==> src/rtl/stereo_to_mono_linear_resampler_core_macros.svh <==
// ----------------------------------------------------------------------------
// Assertion macros for the stereo-to-mono resampler
// Concurrent checks that vanish in synthesis builds.
// ----------------------------------------------------------------------------
`ifndef STEREO_TO_MONO_LINEAR_RESAMPLER_CORE_MACROS_SVH
`define STEREO_TO_MONO_LINEAR_RESAMPLER_CORE_MACROS_SVH

`ifndef SYNTHESIS

`define STMLR_ASSERT_IMP(lbl, clk, rst, ante, cons) \
  lbl: assert property (@(posedge clk) disable iff (rst) (ante) |-> (cons)) \
    else $error("stmlr: same-cycle property violated");

`define STMLR_ASSERT_NXT(lbl, clk, rst, ante, cons) \
  lbl: assert property (@(posedge clk) disable iff (rst) (ante) |=> (cons)) \
    else $error("stmlr: next-cycle property violated");

`else

`define STMLR_ASSERT_IMP(lbl, clk, rst, ante, cons)

`define STMLR_ASSERT_NXT(lbl, clk, rst, ante, cons)

`endif

`endif

==> src/rtl/stmlr_pkg.sv <==
// ----------------------------------------------------------------------------
// stmlr_pkg
// Shared types and constants of the stereo-to-mono resampler.
// ----------------------------------------------------------------------------
package stmlr_pkg;

  localparam int SAMPLE_W  = 16;
  localparam int RATE_W    = 16;
  localparam int CNT_W     = 7;   // holds up to 127 samples per frame
  localparam int REG_IDX_W = 2;

  typedef logic signed [SAMPLE_W-1:0] sample_t;
  typedef logic [RATE_W-1:0]          rate_t;
  typedef logic [CNT_W-1:0]           count_t;
  typedef logic [REG_IDX_W-1:0]       reg_idx_t;

  localparam reg_idx_t REG_INPUT_RATE  = 2'd0;
  localparam reg_idx_t REG_OUTPUT_RATE = 2'd1;

  localparam rate_t RATE_RESET = 16'd48000;

  typedef logic [1:0] kind_t;
  localparam kind_t KIND_FIRST = 2'd0;  // first frame after reset
  localparam kind_t KIND_RUN   = 2'd1;  // interpolate a run of samples
  localparam kind_t KIND_ERROR = 2'd2;  // too many samples, frame dropped

  typedef struct packed {
    kind_t   kind;
    sample_t current;
    count_t  count;
    rate_t   phase;
  } entry_t;

endpackage

==> src/rtl/stmlr_if.sv <==
// ----------------------------------------------------------------------------
// stmlr_frame_if / stmlr_result_if
// Valid/ready channels for stereo frames and mono results.
// ----------------------------------------------------------------------------
interface stmlr_frame_if;
  import stmlr_pkg::*;

  logic    valid;
  logic    ready;
  sample_t left_sample;
  sample_t right_sample;

  modport source (output valid, left_sample, right_sample, input ready);
  modport sink (input valid, left_sample, right_sample, output ready);
endinterface

interface stmlr_result_if;
  import stmlr_pkg::*;

  logic    valid;
  logic    ready;
  sample_t mono_sample;
  logic    last_of_run;
  logic    ratio_error;

  modport source (output valid, mono_sample, last_of_run, ratio_error, input ready);
  modport sink (input valid, mono_sample, last_of_run, ratio_error, output ready);
endinterface

==> src/rtl/stmlr_queue.sv <==
// ----------------------------------------------------------------------------
// stmlr_queue
// Two-entry queue of classified frames between front and back.
// ----------------------------------------------------------------------------
module stmlr_queue (
  input  logic              clk,
  input  logic              rst,
  input  logic              push_valid,
  output logic              push_ready,
  input  stmlr_pkg::entry_t push_data,
  output logic              pop_valid,
  input  logic              pop_ready,
  output stmlr_pkg::entry_t pop_data
);
  import stmlr_pkg::*;

  entry_t     mem [2];
  logic       wr_ptr;
  logic       rd_ptr;
  logic [1:0] fill;
  logic       push_fire;
  logic       pop_fire;

  assign push_ready = (fill != 2'd2);
  assign pop_valid  = (fill != 2'd0);
  assign pop_data   = mem[rd_ptr];
  assign push_fire  = push_valid && push_ready;
  assign pop_fire   = pop_valid && pop_ready;

  always_ff @(posedge clk) begin
    if (push_fire) begin
      mem[wr_ptr] <= push_data;
    end
  end

  always_ff @(posedge clk) begin
    if (rst) begin
      wr_ptr <= 1'b0;
      rd_ptr <= 1'b0;
      fill   <= 2'd0;
    end else begin
      if (push_fire) begin
        wr_ptr <= ~wr_ptr;
      end
      if (pop_fire) begin
        rd_ptr <= ~rd_ptr;
      end
      if (push_fire && !pop_fire) begin
        fill <= fill + 2'd1;
      end else if (pop_fire && !push_fire) begin
        fill <= fill - 2'd1;
      end
    end
  end

endmodule

==> src/rtl/stmlr_front.sv <==
// ----------------------------------------------------------------------------
// stmlr_front
// Mixes each frame to mono, divides the phase step and classifies the frame.
// ----------------------------------------------------------------------------
`include "stereo_to_mono_linear_resampler_core_macros.svh"

module stmlr_front #(
  parameter int MAX_OUTPUTS = 64
) (
  input  logic              clk,
  input  logic              rst,
  stmlr_frame_if.sink       frame,
  input  stmlr_pkg::rate_t  in_rate,
  input  stmlr_pkg::rate_t  out_rate,
  output logic              push_valid,
  input  logic              push_ready,
  output stmlr_pkg::entry_t push_data
);
  import stmlr_pkg::*;

  localparam logic [1:0] F_IDLE = 2'd0;
  localparam logic [1:0] F_DIV  = 2'd1;
  localparam logic [1:0] F_PUSH = 2'd2;

  localparam int QUO_W = RATE_W + 1;

  logic [1:0]         fstate;
  logic               primed;
  rate_t              phase;
  sample_t            cur;
  rate_t              div_rem;
  logic [QUO_W-1:0]   div_q;
  logic [4:0]         dcnt;

  logic signed [16:0] mix_sum;
  logic signed [16:0] mix_adj;
  sample_t            mono;
  logic [QUO_W-1:0]   div_try;
  logic [QUO_W-1:0]   div_sub;
  logic               div_ge;
  logic               frame_fire;
  logic               push_fire;
  logic               too_many;
  kind_t              entry_kind;

  // average toward zero: bias negative sums by one before the shift
  assign mix_sum = {frame.left_sample[15], frame.left_sample}
                 + {frame.right_sample[15], frame.right_sample};
  assign mix_adj = mix_sum + {16'd0, mix_sum[16]};
  assign mono    = mix_adj[16:1];

  assign div_try = {div_rem, div_q[QUO_W-1]};
  assign div_ge  = (div_try >= {1'b0, in_rate});
  assign div_sub = div_try - {1'b0, in_rate};

  assign too_many   = (div_q > QUO_W'(MAX_OUTPUTS));
  assign entry_kind = !primed ? KIND_FIRST : (too_many ? KIND_ERROR : KIND_RUN);

  assign frame.ready = (fstate == F_IDLE);
  assign frame_fire  = frame.valid && frame.ready;
  assign push_valid  = (fstate == F_PUSH);
  assign push_fire   = push_valid && push_ready;

  assign push_data.kind    = entry_kind;
  assign push_data.current = cur;
  assign push_data.count   = div_q[CNT_W-1:0];
  assign push_data.phase   = phase;

  always_ff @(posedge clk) begin
    if (frame_fire) begin
      cur <= mono;
    end
    if (frame_fire) begin
      div_q   <= {1'b0, phase} + {1'b0, out_rate};
      div_rem <= '0;
      dcnt    <= '0;
    end else if (fstate == F_DIV) begin
      div_rem <= div_ge ? div_sub[RATE_W-1:0] : div_try[RATE_W-1:0];
      div_q   <= {div_q[QUO_W-2:0], div_ge};
      dcnt    <= dcnt + 5'd1;
    end
  end

  always_ff @(posedge clk) begin
    if (rst) begin
      fstate <= F_IDLE;
      primed <= 1'b0;
      phase  <= '0;
    end else begin
      case (fstate)
        F_IDLE: begin
          if (frame_fire) begin
            fstate <= primed ? F_DIV : F_PUSH;
          end
        end
        F_DIV: begin
          if (dcnt == 5'(QUO_W - 1)) begin
            fstate <= F_PUSH;
          end
        end
        F_PUSH: begin
          if (push_fire) begin
            primed <= 1'b1;
            // a dropped frame leaves the phase alone
            if (entry_kind == KIND_RUN) begin
              phase <= div_rem;
            end
            fstate <= F_IDLE;
          end
        end
        default: begin
          fstate <= F_IDLE;
        end
      endcase
    end
  end

  `STMLR_ASSERT_IMP(a_div_rem_bound, clk, rst, fstate == F_DIV, div_rem < in_rate)
  `STMLR_ASSERT_NXT(a_phase_bound, clk, rst, push_fire && entry_kind == KIND_RUN, phase < in_rate)
  `STMLR_ASSERT_NXT(a_first_skips_div, clk, rst, frame_fire && !primed, fstate == F_PUSH)

endmodule

==> src/rtl/stmlr_back.sv <==
// ----------------------------------------------------------------------------
// stmlr_back
// Interpolates each queued frame into mono samples through a shared
// multiplier and a bit-serial divider, and holds the result register.
// ----------------------------------------------------------------------------
`include "stereo_to_mono_linear_resampler_core_macros.svh"

module stmlr_back (
  input  logic              clk,
  input  logic              rst,
  input  stmlr_pkg::rate_t  in_rate,
  input  stmlr_pkg::rate_t  out_rate,
  input  logic              pop_valid,
  output logic              pop_ready,
  input  stmlr_pkg::entry_t pop_data,
  stmlr_result_if.source    result
);
  import stmlr_pkg::*;

  localparam logic [2:0] B_IDLE = 3'd0;
  localparam logic [2:0] B_MUL  = 3'd1;
  localparam logic [2:0] B_ABS  = 3'd2;
  localparam logic [2:0] B_CHK  = 3'd3;
  localparam logic [2:0] B_DIV  = 3'd4;
  localparam logic [2:0] B_SUM  = 3'd5;
  localparam logic [2:0] B_EMIT = 3'd6;

  localparam int Q_W    = 17;          // quotients at or above 2^17 saturate anyway
  localparam int PROD_W = 41;
  localparam int REM_W  = RATE_W + Q_W;

  localparam sample_t SAMPLE_MAX = 16'sd32767;
  localparam sample_t SAMPLE_MIN = -16'sd32768;

  logic [2:0]               bstate;
  sample_t                  prev;
  sample_t                  cur;
  count_t                   k_left;
  logic signed [23:0]       frac;
  logic signed [PROD_W-1:0] prod;
  logic [PROD_W-1:0]        absv;
  logic                     neg;
  logic                     sat;
  logic [REM_W-1:0]         rem;
  logic [REM_W-2:0]         dsh;
  logic [Q_W-1:0]           quo;
  logic [4:0]               dcnt;
  sample_t                  res_sample;
  logic                     res_last;
  logic                     res_err;
  logic                     upd_prev;

  logic                     o_valid;
  sample_t                  o_sample;
  logic                     o_last;
  logic                     o_err;

  logic signed [16:0]       delta;
  logic [PROD_W-1:0]        sat_lim;
  logic                     div_ge;
  logic signed [19:0]       step;
  logic signed [19:0]       total;
  sample_t                  clipped;
  logic                     load;

  assign delta   = {cur[15], cur} - {prev[15], prev};
  assign sat_lim = {8'd0, out_rate, 17'd0};
  assign div_ge  = (rem >= {1'b0, dsh});
  assign step    = neg ? -$signed({3'd0, quo}) : $signed({3'd0, quo});
  assign total   = {{4{prev[15]}}, prev} + step;

  always_comb begin
    if (sat) begin
      clipped = neg ? SAMPLE_MIN : SAMPLE_MAX;
    end else if (total > 20'sd32767) begin
      clipped = SAMPLE_MAX;
    end else if (total < -20'sd32768) begin
      clipped = SAMPLE_MIN;
    end else begin
      clipped = total[15:0];
    end
  end

  assign pop_ready = (bstate == B_IDLE);
  assign load      = (bstate == B_EMIT) && (!o_valid || result.ready);

  assign result.valid       = o_valid;
  assign result.mono_sample = o_sample;
  assign result.last_of_run = o_last;
  assign result.ratio_error = o_err;

  // datapath
  always_ff @(posedge clk) begin
    case (bstate)
      B_IDLE: begin
        cur    <= pop_data.current;
        k_left <= pop_data.count;
        frac   <= $signed({8'd0, in_rate}) - $signed({8'd0, pop_data.phase});
        if (pop_data.kind == KIND_ERROR) begin
          res_sample <= '0;
          res_err    <= 1'b1;
          upd_prev   <= 1'b0;
        end else begin
          res_sample <= pop_data.current;
          res_err    <= 1'b0;
          upd_prev   <= 1'b1;
        end
        res_last <= 1'b1;
      end
      B_MUL: begin
        prod <= PROD_W'(delta) * PROD_W'(frac);
      end
      B_ABS: begin
        neg  <= prod[PROD_W-1];
        absv <= prod[PROD_W-1] ? $unsigned(-prod) : $unsigned(prod);
      end
      B_CHK: begin
        sat  <= (absv >= sat_lim);
        rem  <= absv[REM_W-1:0];
        dsh  <= {out_rate, 16'd0};
        quo  <= '0;
        dcnt <= '0;
      end
      B_DIV: begin
        if (div_ge) begin
          rem <= rem - {1'b0, dsh};
        end
        dsh  <= dsh >> 1;
        quo  <= {quo[Q_W-2:0], div_ge};
        dcnt <= dcnt + 5'd1;
      end
      B_SUM: begin
        res_sample <= clipped;
        res_last   <= (k_left == count_t'(1));
        res_err    <= 1'b0;
        upd_prev   <= (k_left == count_t'(1));
      end
      B_EMIT: begin
        if (load && !res_last) begin
          k_left <= k_left - count_t'(1);
          frac   <= frac + $signed({8'd0, in_rate});
        end
      end
      default: begin
      end
    endcase
    if (load) begin
      o_sample <= res_sample;
      o_last   <= res_last;
      o_err    <= res_err;
    end
  end

  // control
  always_ff @(posedge clk) begin
    if (rst) begin
      bstate  <= B_IDLE;
      prev    <= '0;
      o_valid <= 1'b0;
    end else begin
      if (load) begin
        o_valid <= 1'b1;
      end else if (result.ready) begin
        o_valid <= 1'b0;
      end
      case (bstate)
        B_IDLE: begin
          if (pop_valid) begin
            case (pop_data.kind)
              KIND_FIRST, KIND_ERROR: begin
                bstate <= B_EMIT;
              end
              KIND_RUN: begin
                if (pop_data.count == '0) begin
                  prev <= pop_data.current;
                end else begin
                  bstate <= B_MUL;
                end
              end
              default: begin
                bstate <= B_IDLE;
              end
            endcase
          end
        end
        B_MUL: begin
          bstate <= B_ABS;
        end
        B_ABS: begin
          bstate <= B_CHK;
        end
        B_CHK: begin
          bstate <= (absv >= sat_lim) ? B_SUM : B_DIV;
        end
        B_DIV: begin
          if (dcnt == 5'(Q_W - 1)) begin
            bstate <= B_SUM;
          end
        end
        B_SUM: begin
          bstate <= B_EMIT;
        end
        B_EMIT: begin
          if (load) begin
            if (upd_prev) begin
              prev <= cur;
            end
            bstate <= res_last ? B_IDLE : B_MUL;
          end
        end
        default: begin
          bstate <= B_IDLE;
        end
      endcase
    end
  end

  `STMLR_ASSERT_IMP(a_div_invariant, clk, rst, bstate == B_DIV, rem < (REM_W'(dsh) << 1))
  `STMLR_ASSERT_IMP(a_run_nonempty, clk, rst, bstate == B_MUL, k_left != '0)
  `STMLR_ASSERT_IMP(a_error_shape, clk, rst, load && res_err, res_last && (res_sample == '0))
  `STMLR_ASSERT_NXT(a_run_updates_prev, clk, rst, load && upd_prev, prev == $past(cur))

endmodule

==> src/rtl/stereo_to_mono_linear_resampler_core.sv <==
// ----------------------------------------------------------------------------
// stereo_to_mono_linear_resampler_core
// Stereo-to-mono mixer with linear-interpolation rate conversion.
// ----------------------------------------------------------------------------
// Each stereo frame is averaged to mono and turned into zero or more mono
// samples (one error result when a frame would need more than MAX_OUTPUTS).
// The front takes a frame, runs the bit-serial phase division (the first
// frame after reset skips it) and hands the frame to a two-entry queue,
// waiting while the queue is full. The back picks up each frame and works
// through each mono sample in steps (multiply, absolute value, range check,
// 17-step bit-serial divide, sum, emit; a saturating sample skips the
// divide), waiting in emit while the result register holds an untaken
// sample; it takes the next frame only once a frame's last result is out. Front and
// back overlap through the queue, and the result register lets the back
// move on while a finished sample waits. Write the rate registers only while
// the block is idle; a zero write is ignored.
module stereo_to_mono_linear_resampler_core #(
  parameter int MAX_OUTPUTS = 64
) (
  input  logic                                 clk,
  input  logic                                 rst,
  stmlr_frame_if.sink                          frame,
  stmlr_result_if.source                       result,
  input  logic                                 cfg_we,
  input  logic [stmlr_pkg::REG_IDX_W-1:0]      cfg_index,
  input  logic [stmlr_pkg::RATE_W-1:0]         cfg_data
);
  import stmlr_pkg::*;

  rate_t  in_rate;
  rate_t  out_rate;

  logic   push_valid;
  logic   push_ready;
  entry_t push_data;
  logic   pop_valid;
  logic   pop_ready;
  entry_t pop_data;

  // drop zero writes and unknown indexes
  always_ff @(posedge clk) begin
    if (rst) begin
      in_rate  <= RATE_RESET;
      out_rate <= RATE_RESET;
    end else if (cfg_we && (cfg_data != '0)) begin
      case (cfg_index)
        REG_INPUT_RATE: begin
          in_rate <= cfg_data;
        end
        REG_OUTPUT_RATE: begin
          out_rate <= cfg_data;
        end
        default: begin
        end
      endcase
    end
  end

  stmlr_front #(
    .MAX_OUTPUTS (MAX_OUTPUTS)
  ) u_front (
    .clk         (clk),
    .rst         (rst),
    .frame       (frame),
    .in_rate     (in_rate),
    .out_rate    (out_rate),
    .push_valid  (push_valid),
    .push_ready  (push_ready),
    .push_data   (push_data)
  );

  stmlr_queue u_queue (
    .clk        (clk),
    .rst        (rst),
    .push_valid (push_valid),
    .push_ready (push_ready),
    .push_data  (push_data),
    .pop_valid  (pop_valid),
    .pop_ready  (pop_ready),
    .pop_data   (pop_data)
  );

  stmlr_back u_back (
    .clk         (clk),
    .rst         (rst),
    .in_rate     (in_rate),
    .out_rate    (out_rate),
    .pop_valid   (pop_valid),
    .pop_ready   (pop_ready),
    .pop_data    (pop_data),
    .result      (result)
  );

endmodule
==> src/flat_wrapper.sv <==
// flat-port wrapper written by rule: the top's interface ports become plain ports
module stereo_to_mono_linear_resampler_core_flat import stmlr_pkg::*;
#(
  parameter int MAX_OUTPUTS = 64
)
  (clk, rst, cfg_we, cfg_index, cfg_data, frame_valid, frame_left_sample, frame_right_sample, frame_ready, result_valid, result_mono_sample, result_last_of_run, result_ratio_error, result_ready);
  stmlr_frame_if frame_i ();
  stmlr_result_if result_i ();
  input  logic clk;
  input  logic rst;
  input  logic cfg_we;
  input  logic [stmlr_pkg::REG_IDX_W-1:0] cfg_index;
  input  logic [stmlr_pkg::RATE_W-1:0] cfg_data;
  input wire logic [$bits(frame_i.valid)-1:0] frame_valid;
  input wire logic [$bits(frame_i.left_sample)-1:0] frame_left_sample;
  input wire logic [$bits(frame_i.right_sample)-1:0] frame_right_sample;
  output wire logic [$bits(frame_i.ready)-1:0] frame_ready;
  output wire logic [$bits(result_i.valid)-1:0] result_valid;
  output wire logic [$bits(result_i.mono_sample)-1:0] result_mono_sample;
  output wire logic [$bits(result_i.last_of_run)-1:0] result_last_of_run;
  output wire logic [$bits(result_i.ratio_error)-1:0] result_ratio_error;
  input wire logic [$bits(result_i.ready)-1:0] result_ready;
  assign frame_i.valid = frame_valid;
  assign frame_i.left_sample = frame_left_sample;
  assign frame_i.right_sample = frame_right_sample;
  assign frame_ready = frame_i.ready;
  assign result_valid = result_i.valid;
  assign result_mono_sample = result_i.mono_sample;
  assign result_last_of_run = result_i.last_of_run;
  assign result_ratio_error = result_i.ratio_error;
  assign result_i.ready = result_ready;
  stereo_to_mono_linear_resampler_core #(.MAX_OUTPUTS(MAX_OUTPUTS)) u_core (.clk(clk), .rst(rst), .frame(frame_i), .result(result_i), .cfg_we(cfg_we), .cfg_index(cfg_index), .cfg_data(cfg_data));
endmodule
==> config.mk <==
export PLATFORM = sky130hd
export DESIGN_NAME = stereo_to_mono_linear_resampler_core_flat
export DESIGN_NICKNAME = d
export VERILOG_FILES = /design/src/rtl/stmlr_pkg.sv /design/src/rtl/stmlr_if.sv /design/src/rtl/stmlr_queue.sv /design/src/rtl/stmlr_front.sv /design/src/rtl/stmlr_back.sv /design/src/rtl/stereo_to_mono_linear_resampler_core.sv /design/src/flat_wrapper.sv
export VERILOG_INCLUDE_DIRS = /design/src /design/src/rtl
export SDC_FILE = /design/constraint.sdc
export NUM_CORES = 2
export LEC_CHECK = 0
export ABC_AREA = 0
export ABC_CLOCK_PERIOD_IN_PS = 8100
export BUFFER_PORTS_ARGS = -buffer_cell sky130_fd_sc_hd__buf_2
export CORE_ASPECT_RATIO = 0.9
export CORE_MARGIN = 10
export CORE_UTILIZATION = 59
export CTS_CLUSTER_SIZE = 24
export DETAILED_ROUTE_END_ITERATION = 10
export PLACE_DENSITY_LB_ADDON = 0.12
export SLEW_MARGIN = 0
export SYNTH_ARGS = -nofsm -noshare
export SYNTH_HDL_FRONTEND = slang
export SYNTH_SLANG_ARGS = --single-unit
==> constraint.sdc <==
create_clock -name clk -period 8.1 [get_ports clk]
set_input_delay 0.405 -clock clk [delete_from_list [all_inputs] [get_ports clk]]
set_output_delay 0.405 -clock clk [all_outputs]
set_load 0.02 [all_outputs]
==> metrics.txt <==
outcome completed; Synth top area share 0.274; M2 GR Usage 0.375; Synthesis Warnings 0; Die Width approximately 300 µm; Die Span Y roughly 270 µm; Synth Flop Type edfxtp_1; via count 29.9k; Yosys reg bits around 470; final WL 102 mm; Max Clock Skew around 50 ps; Worst-Skew Late Latency 630 ps; setup violators final 0; mean post-synth cell area between 9 and 10 µm²; Synth area leader edfxtp_1; final HPWL from detailed placement between 70 and 80 mm; CP required approximately 8500 ps; CTS tree yes; Synth Net Count 4853; full die area 79700 µm²; CTS max path bufs 3; critical path class reg -> reg; crit path buf inv count 7; Post-Syn Instances 4117; Core Area roughly 70000 µm²; vias in the first global route around 29k; router iterations before antenna repair 5; Post-synth EDFFs 370; # diodes 0; Critical Path AT about 8400 ps; Iteration-0 DRC Markers 2259; hold slack final about 33 ps; max incr delay on CP 580 ps; drt drc 0; GR Util met3 0.0600; FP Rows 91; GRT Total Usage 0.258; htree depth 2; max-cap viol count 0; Slew @ Worst Pin roughly 1300 ps; global-route layer with the greatest usage met1; crit path max fanout 8; Worst path slowest cell fa_1; first-pass GRT wire length 161 mm; most frequent cells after synthesis 608 x inv_1, 450 x nand2_1, 409 x fa_1, 370 x edfxtp_1, 275 x nor2_1; Antenna Nets Post-Route 0; met1 Use GR 0.379; setup repair after global routing missed its margin true; global route total overflow 0; library cells used by synthesis 75; ranking of synthesized cells by area edfxtp_1 27%, fa_1 20%, ha_1 8.4%, inv_1 5.6%, dfxtp_1 4.8%; period utilization 0.996; vias per inst about 5.7; critical path capture point type register; total I/O pin count 75; Filler cells 5400; initial antenna violation count 1; P&R area growth vs syn 12.9%; largest net degree at the start of global routing 91; share of cells above drive strength 1 0.131; CTS buffer count 51; clock sink count about 470; Clock Pin Slew Worst Setup and Hold Paths 60 ps; Hold Path Class in -> reg; CP top delay family adder cells; Fmax roughly 120 MHz; input/output buffers 74; CTS root buf clkbuf_16; TNS Setup 0 ps; GPL Wtd Cong 0.893; hold_buf cts 0; Seq/Total Area, Yosys 0.322; # nets final 5052; Fin. Hold Viols 0; cell area after synthesis 40600 µm²; slew margin rel. 0.141; count leader, synth inv_1; most repeated library cell on the critical path fa_1; Slew Limit Fails 0; asr flop ratio synth 0; Startpoint Class register; crit path time final a little over 8000 ps; wire per inst ~20 µm; initial core utilization 0.594
[flip-flops by register name, summed over array words and instances, names as in the netlist, 16 cells and up, named ones only]
register	count
u_core.u_back.absv	41
u_core.u_back.frac	24
u_core.u_back.dsh	32
u_core.u_back.prev	16
u_core.out_rate	16
u_core.in_rate	16
u_core.u_back.res_sample	16
u_core.u_queue.mem	82
u_core.u_front.phase	16
u_core.u_back.cur	16
u_core.u_back.result.mono_sample	16
u_core.u_front.cur	16
u_core.u_back.rem	33
u_core.u_front.div_rem	16
u_core.u_front.div_q	17
u_core.u_back.prod	41
u_core.u_back.quo	17
[cells in the final DEF (no fill, tap or decap), types with 16 or more instances in the layout]
cell	n
inv_1	599
nand2_1	444
fa_1	394
edfxtp_1	370
nor2_1	268
ha_1	251
buf_4	193
o21ai_0	173
xnor2_1	157
a21oi_1	150
and2_1	100
dfxtp_1	96
nor2b_1	83
buf_2	74
xor2_1	72
mux2i_1	72
a21o_1	65
nor3_1	56
clkbuf_16	52
nand3_1	38
o21a_1	36
nand2b_1	31
a211oi_1	27
a21oi_2	26
nand4_1	24
o31ai_1	24
a211o_1	23
nor3b_1	21
o211ai_1	20
mux2_2	18
or3_1	17
a31oi_1	16
ha_4	16
[final cells by class]
class,count,area (µm²),share of cell area
Inverter,609,2290,0.0499
Tap cell,883,1100,0.0241
Clock inverter,33,368,0.00802
Clock buffer,62,1360,0.0296
Sequential cell,467,13100,0.285
Multi-Input combinational cell,2900,25600,0.558
Timing Repair Buffer,287,2100,0.0459
[per-stage QoR]
stage	worst slack (ps)	cell area, µm²	util	std cells
final	29.5	45800	0.671	5241
after global routing	-301	45800	0.671	5241
after CTS	1.26	45300	0.663	5228
after detailed placement	-875	43000	0.630	5107
after global placement	-681	43000	0.630	5107
after floorplan	10.0	40600	-	4117
[per-layer routing]
| metal | routed length, µm | share of wire | up-vias |
|---|---|---|---|
| li1 | - | - | 14100 |
| met1 | 46000 | 0.45 | 14700 |
| met5 | 141 | 0.0014 | - |
| met4 | 3150 | 0.031 | 4 |
| met2 | 44500 | 0.43 | 938 |
| met3 | 8530 | 0.083 | 199 |
[kinds of logic after synthesis]
kind of cell / count (synthesis) / share of synthesized area
and+or+nand+nor: 1208 / 0.142
muxes: 90 / 0.0227
buffers and inverters: 750 / 0.0694
adders and majority gates: 681 / 0.286
AOI/OAI and AO/OA: 684 / 0.107
DFF: 467 / 0.322
xor gates and xnor gates: 237 / 0.0511
[repair_timing]
item / CTS / global route
setup endpoints to repair: 21 / 25
gates cloned: 1 / 0
setup buffers: 25 / 16
gates resized for setup: 81 / 104
endpoints found under the hold margin: 0 / 0
pin swaps: 64 / 95
[worst paths after layout]
check	cells past startpoint	slack, ps	startpoint	endpoint
setup / recovery	36	30	u_core.u_back.cur[0]$_DFFE_PP_	u_core.u_back.prod[40]$_DFFE_PP_
setup reg to reg	36	30	u_core.u_back.cur[0]$_DFFE_PP_	u_core.u_back.prod[40]$_DFFE_PP_
hold / removal	2	30	cfg_data[7]	u_core.in_rate[7]$_SDFFE_PP1P_
hold reg to reg	0	420	u_core.u_back.res_sample[6]$_DFFE_PP_	u_core.u_back.result.mono_sample[6]$_DFFE_PP_
Power is left out: the tool's default activity adds up to more than one toggle a clock period on the data nets, which glitch-free logic cannot reach.
